$ cat config.mk
export PLATFORM = sky130hd
export DESIGN_NAME = wfsr_div
export DESIGN_NICKNAME = d
export VERILOG_FILES = /design/src/rtl/core/wfsr_pkg.sv /design/src/rtl/core/wfsr_div.sv
export SDC_FILE = /design/constraint.sdc
export NUM_CORES = 1
export LEC_CHECK = 0
export ABC_AREA = 0
export ABC_CLOCK_PERIOD_IN_PS = 7000
export BUFFER_PORTS_ARGS = -buffer_cell sky130_fd_sc_hd__buf_2
export CORE_MARGIN = 2
export CORE_UTILIZATION = 54
export DETAILED_ROUTE_END_ITERATION = 7
export PLACE_DENSITY = 0.91
export SLEW_MARGIN = 20
export SYNTH_ARGS = -nofsm -noshare
export SYNTH_HDL_FRONTEND = slang
export SYNTH_SLANG_ARGS = --single-unit
$ cat constraint.sdc
create_clock -name clk -period 7 [get_ports clk]
set_input_delay 1.05 -clock clk [delete_from_list [all_inputs] [get_ports clk]]
set_output_delay 1.05 -clock clk [all_outputs]
set_load 0.01 [all_outputs]
$ cat src/rtl/core/wfsr_pkg.sv
// Shared types, default sizes and unit widths of the waterfall spectrum row block.
`timescale 1ns / 1ps
package wfsr_pkg;

  localparam int BINS_DEFAULT      = 64;
  localparam int ROWS_DEFAULT      = 180;
  localparam int MAX_CHUNK_DEFAULT = 2048;

  // Widths of the shared iterative divider.
  localparam int DIV_DW = 64;
  localparam int DIV_SW = 32;

  typedef struct packed {
    logic              start;
    logic [DIV_DW-1:0] dividend;
    logic [DIV_SW-1:0] divisor;
  } div_req_t;

  typedef struct packed {
    logic              done;
    logic [DIV_DW-1:0] quotient;
    logic [DIV_SW-1:0] remainder;
  } div_rsp_t;

  typedef struct packed {
    logic        start;
    logic [31:0] phase;
  } sin_req_t;

  typedef struct packed {
    logic               done;
    logic signed [15:0] value;
  } sin_rsp_t;

endpackage

$ cat src/rtl/core/wfsr_div.sv
// Iterative restoring divider, one quotient bit per cycle.
`timescale 1ns / 1ps
module wfsr_div (
  input  logic               clk,
  input  logic               rst,
  input  wfsr_pkg::div_req_t req,
  output wfsr_pkg::div_rsp_t rsp
);
  import wfsr_pkg::*;

  localparam int CNT_W = $clog2(DIV_DW);

  logic              busy;
  logic              done;
  logic [CNT_W-1:0]  cnt;
  logic [DIV_DW-1:0] quo;
  logic [DIV_SW-1:0] rem;
  logic [DIV_SW-1:0] dsr;
  logic [DIV_SW:0]   trial;
  logic [DIV_SW:0]   diff;
  logic              fit;

  always_comb begin
    trial = {rem, quo[DIV_DW-1]};
    diff  = trial - {1'b0, dsr};
    fit   = trial >= {1'b0, dsr};
  end

  always_ff @(posedge clk) begin
    if (rst) begin
      busy <= 1'b0;
      done <= 1'b0;
      cnt  <= '0;
    end else begin
      done <= 1'b0;
      if (req.start) begin
        busy <= 1'b1;
        cnt  <= '0;
        quo  <= req.dividend;
        rem  <= '0;
        dsr  <= req.divisor;
      end else if (busy) begin
        quo <= {quo[DIV_DW-2:0], fit};
        rem <= fit ? diff[DIV_SW-1:0] : trial[DIV_SW-1:0];
        cnt <= cnt + 1'b1;
        if (cnt == CNT_W'(DIV_DW - 1)) begin
          busy <= 1'b0;
          done <= 1'b1;
        end
      end
    end
  end

  assign rsp.done      = done;
  assign rsp.quotient  = quo;
  assign rsp.remainder = rem;

endmodule

==> impl_summary.log <==
[metrics] detailed-routed wire length on met2: 9710 um
[metrics] fin. max-slew vios: 0
[metrics] internal power of the cells: 0.00179 W
[metrics] WP data arrival: 3.35 ns
[metrics] # resized after CTS: 0
[metrics] share of async-settable or async-resettable flops after synthesis: 0%
[metrics] final-report setup violation count: 0
[metrics] # hold bufs at CTS: 0
[metrics] Worst Clk Skew: approximately 0.013 ns
[metrics] wire length of the first global-routing pass: 28700 um
[metrics] flops & latches, synth: 136
[metrics] count of TritonRoute iterations in the first routing pass: 7
[metrics] starting density of the core: 54.9%
[metrics] switching power summed over all nets: 0.000788 W
[metrics] topmost layer with routed signal wires: met5
[metrics] status: finished clean
[metrics] via density per instance: 5.67
[metrics] Worst slew margin: 42.8%
[metrics] Total Die Area: 15000 um^2
[metrics] number of antenna violations at the first check in global routing: 2
[metrics] measured slew at the worst slew-check pin: 0.858 ns
[metrics] Clk pwr share: approximately 36%
[metrics] clock insertion delay at the later pin of the skew report: 0.44 ns
[metrics] CP startpoint kind: flip-flop
[metrics] power density normalized to cell area: 278 nW/um^2
[metrics] Post-Synthesis Cell Area: 7550 um^2
[metrics] clock period minus final worst setup slack: 3.20 ns
[metrics] CP Max Fanout: 46
[metrics] length of routed wiring on met1: about 7000 um
[metrics] synth warn: 0
[metrics] Seq/Total Area, Yosys: 53.0%
[metrics] core region area: 13800 um^2
[metrics] synth unique cells: 60
[metrics] total number of clock tree sinks: ~140
[metrics] ratio of cells with drive above 1 in the final layout: 38.0%
[metrics] type of the worst setup path: flip-flop to flip-flop
[metrics] xor and xnor area share after synthesis: 3.36%
[metrics] area growth from synthesis to final layout: 22.9%
[metrics] Num CTS Buffers: 17
[metrics] met3 layer wire length in the routed design: 1580 um
[metrics] period utilization: between 40% and 50%
[metrics] worst-case vdd ir drop: between 0.2 and 0.25 mV
[metrics] Die Width: 122 um
[metrics] total power of the final layout: 0.00258 W
[metrics] count of endpoints failing hold in the final timing report: 0
[metrics] number of H-tree levels: 4
[metrics] Port-buffer cells: 195
[metrics] initial DRC count: 329
[metrics] multiplexer fraction of the synthesized cell area: between 10% and 20%
[metrics] count leader, synth: edfxtp_1
[metrics] leakage power total: roughly 4 nW
[metrics] fraction of post-synthesis cell area in the top cell type by area: 50.9%
[metrics] detailed-placement wirelength estimate: 13400 um
[metrics] DR DRC count: 0
[metrics] number of nets produced by synthesis: about 770
[metrics] number of enable-type register cells in the synthesized netlist: 128
[metrics] Synth area leaders: edfxtp_1, mux2_2, ha_1
[metrics] area of all sequential standard cells: 4000 um^2
[metrics] maximum number of pins on one net before global-route repair: 66
[metrics] number of primary I/O pins: roughly 200
[metrics] cell at the root of the clock tree: clkbuf_16
[metrics] switching share of total power: 30.5%
[metrics] synthesized netlist cell count: 633
[metrics] post-detailed-routing wire length: 19000 um
[metrics] total area of multi-input combinational cells: 3250 um^2
[metrics] post-CTS repair timing setup buffer count: 0
[metrics] post-route ant nets: 0
[metrics] number of rows created at floorplan: between 40 and 50
[metrics] synthesized area per cell: 11.9 um^2
[metrics] setup repair after global routing missed its margin: no
[metrics] register share of total power: 39.5%
[metrics] filler cell count: 1026
[metrics] worst min path class: flip-flop to flip-flop
[metrics] overall global routing resource usage: 25.6%
[metrics] total global routing overflow: 0
[metrics] TritonCTS clock tree: done
[metrics] maximum buffer depth of the clock tree: 2
[metrics] total vias in the final route: 5757
[metrics] setup TNS: 0 ns
[metrics] CP Data Required Time: just over 7 ns
[metrics] number of global-route vias before repair: 5720
[metrics] Worst Hold Margin: 0.502 ns
[metrics] combinational share of power: 24.6%
[metrics] post-layout util: 67.4%
[metrics] dominant synthesized flop cell: edfxtp_1
[metrics] commonest cells in the netlist: edfxtp_1, mux2_2, nor2_1
[metrics] Max Clock Freq: 312 MHz
[metrics] routability congestion estimate from global placement: 0.912
[metrics] combinational family with the most area after synthesis: compound AO/OA/AOI/OAI gates
[metrics] post-CTS clock slew at the launch and capture registers of the worst setup and hold paths: approximately 0.06 ns
[metrics] Synth Area in Simple Gates: 9.29%
[metrics] post-synthesis adder-cell area fraction: 5.73%
[metrics] post-synthesis compound-gate area fraction: 12.5%
[metrics] number of maximum-capacitance violations: 0
[metrics] number of nets in the finished design: 954
[metrics] die height: ~120 um
[metrics] routed length per instance: 18.7 um
[metrics] Yosys top cell by area: edfxtp_1
[metrics] Worst Setup End Kind: flip-flop
-- flip-flops by register name, indices dropped and copies added, names as in the netlist --
name  flops
quo      64
dsr      32
rem      32
cnt       6
busy      1
done      1
-- layout make-up --
| cell class | instances | area share [%] |
|---|---|---|
| tap | 180 | 2.43 |
| inverter | 44 | 1.78 |
| sequential | 136 | 43.1 |
| antenna | 2 | 0.0539 |
| timing repair buffer | 200 | 11.2 |
| clock buffer | 17 | 4.58 |
| multi-input combinational | 422 | 35.0 |
| clock inverter | 15 | 1.93 |
-- worst paths after layout --
check                             from  endpoint  slack (ns)  cells past startpoint
worst max-delay path            rem[3]   rem[22]        3.80                     10
worst min-delay path            cnt[5]    cnt[5]        0.50                      2
worst max register to register  rem[3]   rem[22]        3.80                     10
worst min register to register  cnt[5]    cnt[5]        0.50                      2
-- metrics by stage --
step	instance area [um^2]	setup slack, ns	instances
6_report	9290	3.80	1016
5_1_grt	9280	3.60	1014
4_1_cts	9250	3.69	1013
3_5_place_dp	8650	3.23	981
3_3_place_gp	8650	3.30	981
2_1_floorplan	7550	0.601	633
-- power by group through the flow --
stage	logic, W	registers [W]	clock network (W)
6_report	0.000636	0.00102	0.000925
5_1_grt	0.000697	0.00103	0.000967
4_1_cts	0.000631	0.00102	0.000933
3_5_place_dp	0.000625	0.00103	0
3_3_place_gp	0.000608	0.00103	0
2_1_floorplan	0.000448	0.00105	0
-- metal layers --
metal | vias to the layer above | global-route usage (%)
met5 | - | 0
met4 | 2 | 10.4
met3 | 46 | 10.0
met2 | 235 | 44.7
met1 | 2729 | 27.8
li1 | 2745 | -
-- layout by cell type (no fill, tap or decap), drive strengths merged, types with 2 or more instances in the layout --
| cell type | n |
|---|---|
| a211o | 3 |
| a211oi | 14 |
| a21boi | 3 |
| a21o | 17 |
| a21oi | 33 |
| a31oi | 4 |
| and4 | 3 |
| buf | 200 |
| bufinv | 2 |
| clkbuf | 17 |
| clkinv | 4 |
| dfxtp | 8 |
| diode | 2 |
| edfxtp | 128 |
| ha | 33 |
| inv | 53 |
| mux2 | 64 |
| mux2i | 18 |
| nand2 | 28 |
| nand2b | 11 |
| nand3 | 9 |
| nand4 | 12 |
| nor2 | 58 |
| nor2b | 2 |
| nor3 | 10 |
| nor3b | 3 |
| nor4 | 2 |
| o2111ai | 2 |
| o211ai | 3 |
| o21a | 8 |
| o21ai | 15 |
| o21bai | 3 |
| o22ai | 4 |
| o31a | 3 |
| o31ai | 6 |
| o32ai | 2 |
| or2 | 5 |
| xnor2 | 19 |
| xor2 | 10 |
-- worst max-delay path, stage by stage (launching register included) --
cell,delay (ns)
edfxtp_1,0.44
ha_1,0.41
nand2_1,0.13
a211oi_2,0.23
o31a_4,0.24
a41oi_2,0.16
a21o_1,0.29
a21oi_4,0.14
buf_4,0.51
mux2i_1,0.30
nor2_1,0.07
-- kinds of logic after synthesis --
family                   count (synthesis)
AO/OA/AOI/OAI                          129
XOR/XNOR                                29
multiplexers                            82
buffers and inverters                   75
AND/OR/NAND/NOR                        148
adder cells (fa/ha/maj)                 34
flip-flops                             136
No activity file was read; power rests on OpenSTA's default activity.
