--- config.mk ---
export PLATFORM = sky130hd
export DESIGN_NAME = wfsr_sin
export DESIGN_NICKNAME = d
export VERILOG_FILES = /design/src/rtl/core/wfsr_pkg.sv /design/src/rtl/core/wfsr_sin.sv
export SDC_FILE = /design/constraint.sdc
export NUM_CORES = 1
export LEC_CHECK = 0
export BUFFER_PORTS_ARGS = -buffer_cell sky130_fd_sc_hd__buf_2
export CORE_UTILIZATION = 35
export DETAILED_ROUTE_END_ITERATION = 8
export GPL_ROUTABILITY_DRIVEN = 0
export HOLD_SLACK_MARGIN = 0.12
export PLACE_DENSITY = 0.59
export SLEW_MARGIN = 0
export SYNTH_ARGS = -nofsm -noshare
export SYNTH_HDL_FRONTEND = slang
export SYNTH_SLANG_ARGS = --single-unit
--- constraint.sdc ---
create_clock -name clk -period 14.99 [get_ports clk]
set_input_delay 2.2485 -clock clk [delete_from_list [all_inputs] [get_ports clk]]
set_output_delay 2.2485 -clock clk [all_outputs]
set_load 0.03 [all_outputs]
--- src/rtl/core/wfsr_pkg.sv ---
// Shared types, default sizes and unit widths of the waterfall spectrum row block.
`timescale 1ns / 1ps
package wfsr_pkg;

  localparam int BINS_DEFAULT      = 64;
  localparam int ROWS_DEFAULT      = 180;
  localparam int MAX_CHUNK_DEFAULT = 2048;

  // Widths of the shared iterative divider.
  localparam int DIV_DW = 64;
  localparam int DIV_SW = 32;

  typedef struct packed {
    logic              start;
    logic [DIV_DW-1:0] dividend;
    logic [DIV_SW-1:0] divisor;
  } div_req_t;

  typedef struct packed {
    logic              done;
    logic [DIV_DW-1:0] quotient;
    logic [DIV_SW-1:0] remainder;
  } div_rsp_t;

  typedef struct packed {
    logic        start;
    logic [31:0] phase;
  } sin_req_t;

  typedef struct packed {
    logic               done;
    logic signed [15:0] value;
  } sin_rsp_t;

endpackage

--- src/rtl/core/wfsr_sin.sv ---
// Sine of a 32-bit phase in Q15 from a quadrant polynomial on one shared multiplier.
`timescale 1ns / 1ps
module wfsr_sin (
  input  logic               clk,
  input  logic               rst,
  input  wfsr_pkg::sin_req_t req,
  output wfsr_pkg::sin_rsp_t rsp
);
  import wfsr_pkg::*;

  localparam logic [2:0] LAST_STEP = 3'd5;

  logic               busy;
  logic               done;
  logic [2:0]         step;
  logic [16:0]        x;
  logic [16:0]        x2;
  logic               neg;
  logic signed [23:0] t;
  logic signed [15:0] value;
  logic [16:0]        x_in;
  logic signed [23:0] ma;
  logic signed [17:0] mb;
  logic signed [41:0] prod;
  logic signed [41:0] pshift;
  logic signed [41:0] yfull;
  logic signed [15:0] y;
  logic signed [23:0] coef;

  always_comb begin
    // Odd quadrants run the argument backward from the quarter turn.
    x_in = req.phase[30] ? (17'd65536 - {1'b0, req.phase[29:14]}) : {1'b0, req.phase[29:14]};
    ma = t;
    mb = $signed({1'b0, x2});
    if (step == 3'd0) begin
      ma = $signed({7'b0, x});
      mb = $signed({1'b0, x});
    end else if (step == LAST_STEP) begin
      mb = $signed({1'b0, x});
    end
    prod   = ma * mb;
    pshift = prod >>> 16;
    yfull  = (pshift + 42'sd16) >>> 5;
    if (yfull > 42'sd32767) begin
      y = 16'sd32767;
    end else if (yfull < 42'sd0) begin
      y = 16'sd0;
    end else begin
      y = yfull[15:0];
    end
    case (step)
      3'd1:    coef = -24'sd4909;
      3'd2:    coef = 24'sd83565;
      3'd3:    coef = -24'sd677340;
      3'd4:    coef = 24'sd1647099;
      default: coef = 24'sd0;
    endcase
  end

  always_ff @(posedge clk) begin
    if (rst) begin
      busy <= 1'b0;
      done <= 1'b0;
      step <= '0;
    end else begin
      done <= 1'b0;
      if (req.start) begin
        busy <= 1'b1;
        step <= '0;
        x    <= x_in;
        neg  <= req.phase[31];
      end else if (busy) begin
        step <= step + 1'b1;
        if (step == 3'd0) begin
          x2 <= prod[32:16];
          t  <= 24'sd168;
        end else if (step == LAST_STEP) begin
          value <= neg ? -y : y;
          busy  <= 1'b0;
          done  <= 1'b1;
        end else begin
          t <= coef + $signed(pshift[23:0]);
        end
      end
    end
  end

  assign rsp.done  = done;
  assign rsp.value = value;

endmodule

==> flow_summary.toml, run 1 <==
[floorplanning]
core_sq_um = 56800
fp-row-count = 87
initial_utilization_pct = 35.6
pin_count = 52
chipWidth_um = 243
die_h_um = 243
dieArea_sq_um = 58800

[setup_path]
worstSetupPathType = "reg -> reg"
crit_path_frequent_cell = "fa_1"
reg2reg_to = "value[14]"
path_delay_family = "adder cells"
cp-start-kind = "flop"
critPathBufInv = 6
r2r-start = "step[0]"
cp.depth = 38
cp_data_arrival_time_ns = 12.51
required_ns = 15.08
crit_path_end = "value[14]"
crit_start = "step[0]"
slowest_delay_ns = 0.94
reg2reg_depth = 38
critPathSlowestCell = "mux2i_1"
reg2reg_slack_ns = 2.57
critical_path.max_fanout = 32
crit_path_end_kind = "flop"

[global_routing]
antenna_found_initial = 0
grt_pass1_wl_um = 90300
grt_pass1_vias = 16469
grt_usage_pct = 19.6
grt_max_degree = 61
grt_overflow = 0

[synth]
synth_common_cells = "inv_1 (488), fa_1 (400), nand2_1 (316), nor2_1 (256), ha_1 (129)"
syn_area_per_cell_sq_um = 8.91
synth_area_leaders = "fa_1 (40%), edfxtp_1 (11%), inv_1 (9.0%), ha_1 (8.0%), nand2_1 (5.9%)"
synth.distinct_cells = 86
syn-cell-area_sq_um = 20300
yosysTopAreaCell = "fa_1"
ys_ff_latch = 80
synth_edf_count = 75
synth_flop_cell = "edfxtp_1"
yosys_warnings = 0
synth_nets = 2837
yosysTopAreaCellShare_pct = 39.5
yosysSeqAreaShare_pct = 11.6
synth_most_common_cell = "inv_1"
synthArstFlopShare_pct = 0
synthCells = 2273

[sta]
max_freq_mhz = 80.5
period_needed_ns = 12.42
finalCritPeriodShare_pct = 82.9
slew_viol_final = 0
setup_tns_ns = 0
setup_viol = 0
maxSlewHeadroom_pct = 20.7
final_hold_viol_count = 0
skew_ns = 0.0137
rsz0062_at_grt = "no"
worst_pin_slew_ns = 1.16

[final_layout]
drive_gt1_share_pct = 6.70
nets = 2841
num-fill-cells = 5779
antenna_cells = 0
syn_to_final_growth_pct = 7.23

[flow_run]
maxCapViolCount = 0

[placed_design]
numPortBuffers = 37
dp_hpwl_um = 44800

[routing]
wl_per_cell_um = 18.3
first_pass_iters = 6
vias = 15391
drt_iter0_drc = 872
route.detailed.drc = 0
viasPerCell = 5.07
finalWirelength_um = 55500
antenna_left = 0

[cts]
cts_made_buffers = 9
ctsRootBufferMaster = "clkbuf_16"
cts_num_sinks = 80
cts_tree = "built"
clock_path_buffers = 2
cts_resized = 0
cts_setup_buffers = 0
clk_latency_ns = 0.35
h-tree-depth = 3
clkSlewWorstSetupHoldPaths_ns = 0.07
cts_hold_buffers = 0

[run_status]
status = "completed"

[min_path]
hold_path.class = "reg -> reg"
sequential cells by signal, summed over array words and instances (netlist names):
signal / cells
t: 24
x2: 17
x: 17
value: 16
step: 3
busy: 1
done: 1
neg: 1
placed cells by master (no fill, tap or decap), drive strengths merged, types with 10 or more instances in the layout:
master / synthesis / layout
inv: 488 / 492
fa: 400 / 400
nand2: 317 / 317
nor2: 256 / 256
ha: 129 / 129
edfxtp: 75 / 75
buf: 21 / 72
xnor2: 65 / 65
a21oi: 63 / 63
mux2i: 37 / 37
o21ai: 35 / 35
a21o: 34 / 34
nand3: 30 / 30
nor3: 25 / 25
nand2b: 19 / 19
nor2b: 17 / 17
xor2: 17 / 17
and2: 16 / 16
mux2: 14 / 14
o21bai: 10 / 10
final cells by class:
class	count	area [sq um]	area share [%]
Clock inverter	7	108	0.495
Sequential cell	80	2350	10.8
Inverter	488	1830	8.43
Timing Repair Buffer	72	448	2.06
Multi-Input combinational cell	1626	15800	72.8
Tap cell	756	946	4.35
Clock buffer	9	225	1.04
worst min-delay path, stage by stage (launching register included):
cell and delay, ns:
dfxtp_1 0.37, nor2_1 0.10, a2111oi_0 0.06
routing by layer:
layer	track usage (%)	vias up	part of all wire, %	routed length, um
li1	-	7005	-	-
met1	26.1	7791	43	23600
met2	32.5	499	47	26300
met3	3.13	96	6.7	3720
met4	6.62	0	3.3	1850
met5	0	-	0	0
per-stage QoR:
step | area (sq um) | hold slack, ns | std cells | utilization, % | worst slack [ns]
after global routing | 21700 | 0.598 | 3038 | 38.2 | 1.88
final | 21700 | 0.573 | 3038 | 38.2 | 2.57
after global placement | 21400 | 0.547 | 3022 | 37.6 | 2.89
after CTS | 21700 | 0.576 | 3038 | 38.2 | 2.63
after floorplan | 20300 | 0.524 | 2273 | - | 4.10
after detailed placement | 21400 | 0.566 | 3022 | 37.6 | 2.73
worst min path at each step:
stage               startpoint       to  slack [ns]  cells past startpoint
floorplan              step[1]  step[1]        0.52                      2
global placement          busy  step[2]        0.55                      2
detailed placement        busy  step[2]        0.57                      2
CTS                       busy  step[2]        0.58                      2
global route           step[1]  step[1]        0.60                      2
finish                    busy  step[2]        0.57                      2
kinds of logic after synthesis:
family,Yosys count,synth area share (%)
multiplexers,51,2.61
flip-flops,80,11.6
adder cells (fa/ha/maj),529,47.5
buffers and inverters,567,10.7
AO/OA/AOI/OAI,216,7.50
XOR/XNOR,82,3.71
AND/OR/NAND/NOR,748,16.4
Power of run 1 is not shown: default switching activity piles up to over one toggle a cycle in this logic, so the estimate is an artifact.
==> run 2: changes to the inputs <==
- clock period: 14.99 -> 12.69 ns (I/O delays scaled with it)
==> flow_summary.toml, run 2 (synthesis gave the netlist of run 1 again) <==
[routing]
first_pass_iters = 6
wl_per_cell_um = 18.3
route.detailed.drc = 0
antenna_left = 0
viasPerCell = 5.05
finalWirelength_um = 55800
vias = 15441
drt_iter0_drc = 1095

[min_path]
hold_depth = 2
hold_path.class = "reg -> reg"

[sta]
slew_viol_final = 0
worst_pin_slew_ns = 1.19
setup_viol = 0
finalCritPeriodShare_pct = 91.4
skew_ns = 0.0133
maxSlewHeadroom_pct = 20.3
final_hold_viol_count = 0
max_freq_mhz = 86.2
setup_tns_ns = 0
rsz0062_at_grt = "no"
period_needed_ns = 11.60

[cts]
cts_hold_buffers = 0
cts_resized = 0
clkSlewWorstSetupHoldPaths_ns = 0.07
cts_setup_buffers = 0
cts_num_sinks = 80
cts_made_buffers = 9
cts_tree = "built"
clk_latency_ns = 0.35
clock_path_buffers = 2
h-tree-depth = 3
ctsRootBufferMaster = "clkbuf_16"

[setup_path]
required_ns = 12.78
cp-start-kind = "flop"
cp_data_arrival_time_ns = 11.69
crit_path_end_kind = "flop"
critical_path.max_fanout = 60
worstSetupPathType = "reg -> reg"
slowest_delay_ns = 0.90
critPathSlowestCell = "mux2i_1"
reg2reg_depth = 39

[run_status]
status = "completed"

[global_routing]
grt_usage_pct = 19.8
grt_pass1_wl_um = 90900
grt_max_degree = 61
grt_overflow = 0
grt_pass1_vias = 16377
antenna_found_initial = 0

[final_layout]
layout_commonest_cell = "inv_1"
drive_gt1_share_pct = 7.35
multi_input_area_sq_um = 15800
num-fill-cells = 5719
instances_no_fill = 3055
regMostFlops = "t"
antenna_cells = 0
largest_register_ffs = 24
register_area_sq_um = 2350
design_area_sq_um = 21800
largestRegisters = "t: 24 flops, x2: 17 flops, x: 17 flops"
syn_to_final_growth_pct = 7.73
nets = 2858
final_cell_mix = "inv_1 (488), fa_1 (400), nand2_1 (316)"

[placed_design]
dp_hpwl_um = 45400
placed_cells = 3039
numPortBuffers = 37
dpl_cell_area_sq_um = 21500

[floorplanning]
chipWidth_um = 243
fp-row-count = 87
core_sq_um = 56800
dieArea_sq_um = 58800
pin_count = 52
die_h_um = 243
initial_utilization_pct = 35.6

[flow_run]
maxCapViolCount = 0
## run 2: cell types whose count changed in the layout (fill, tap and decap cells not counted)
cell,before,now
mux2i_1,30,31
inv_8,2,1
buf_4,35,52
mux2i_2,5,6
mux2i_4,2,0
clkinv_2,0,1
## run 2: final timing paths
| check | from | end | slack [ns] |
|---|---|---|---|
| max | step[0] | value[14] | 1.09 |
| min | step[1] | step[1] | 0.57 |
| max reg2reg | step[0] | value[14] | 1.09 |
| min reg2reg | step[1] | step[1] | 0.57 |
## run 2: per-stage QoR
step | setup WS, ns | hold slack [ns] | utilization [%]
global route | 0.243 | 0.585 | 38.4
CTS | 1.10 | 0.574 | 38.4
finish | 1.09 | 0.572 | 38.4
floorplan | 1.80 | 0.524 | -
detailed placement | 1.16 | 0.565 | 37.8
global placement | 1.31 | 0.549 | 37.8
## run 2: cell type report
type	instances	area share (%)
clock buffer	9	1.03
clock inverter	7	0.464
inverter	488	8.39
multi-input combinational	1626	72.4
sequential	80	10.8
tap	756	4.33
timing repair buffer	89	2.64
## run 2: worst max-delay path, delay by kind of cell, from the launching register on
kind                     cells  cell delay (ns)
AO/OA/AOI/OAI                6             1.13
buffers and inverters        8             1.15
multiplexers                 1             0.90
flip-flops                   1             0.35
adder cells (fa/ha/maj)     10             4.27
AND/OR/NAND/NOR             14             3.48
## run 2: metal layers
| layer | vias up | wire, um | GRT usage, % |
|---|---|---|---|
| met5 | - | 0 | 0 |
| met4 | 0 | 1570 | 5.64 |
| met3 | 87 | 3840 | 2.75 |
| met2 | 516 | 26600 | 32.9 |
| met1 | 7798 | 23800 | 26.7 |
| li1 | 7040 | - | - |
Power of run 2 is left out for the same reason.
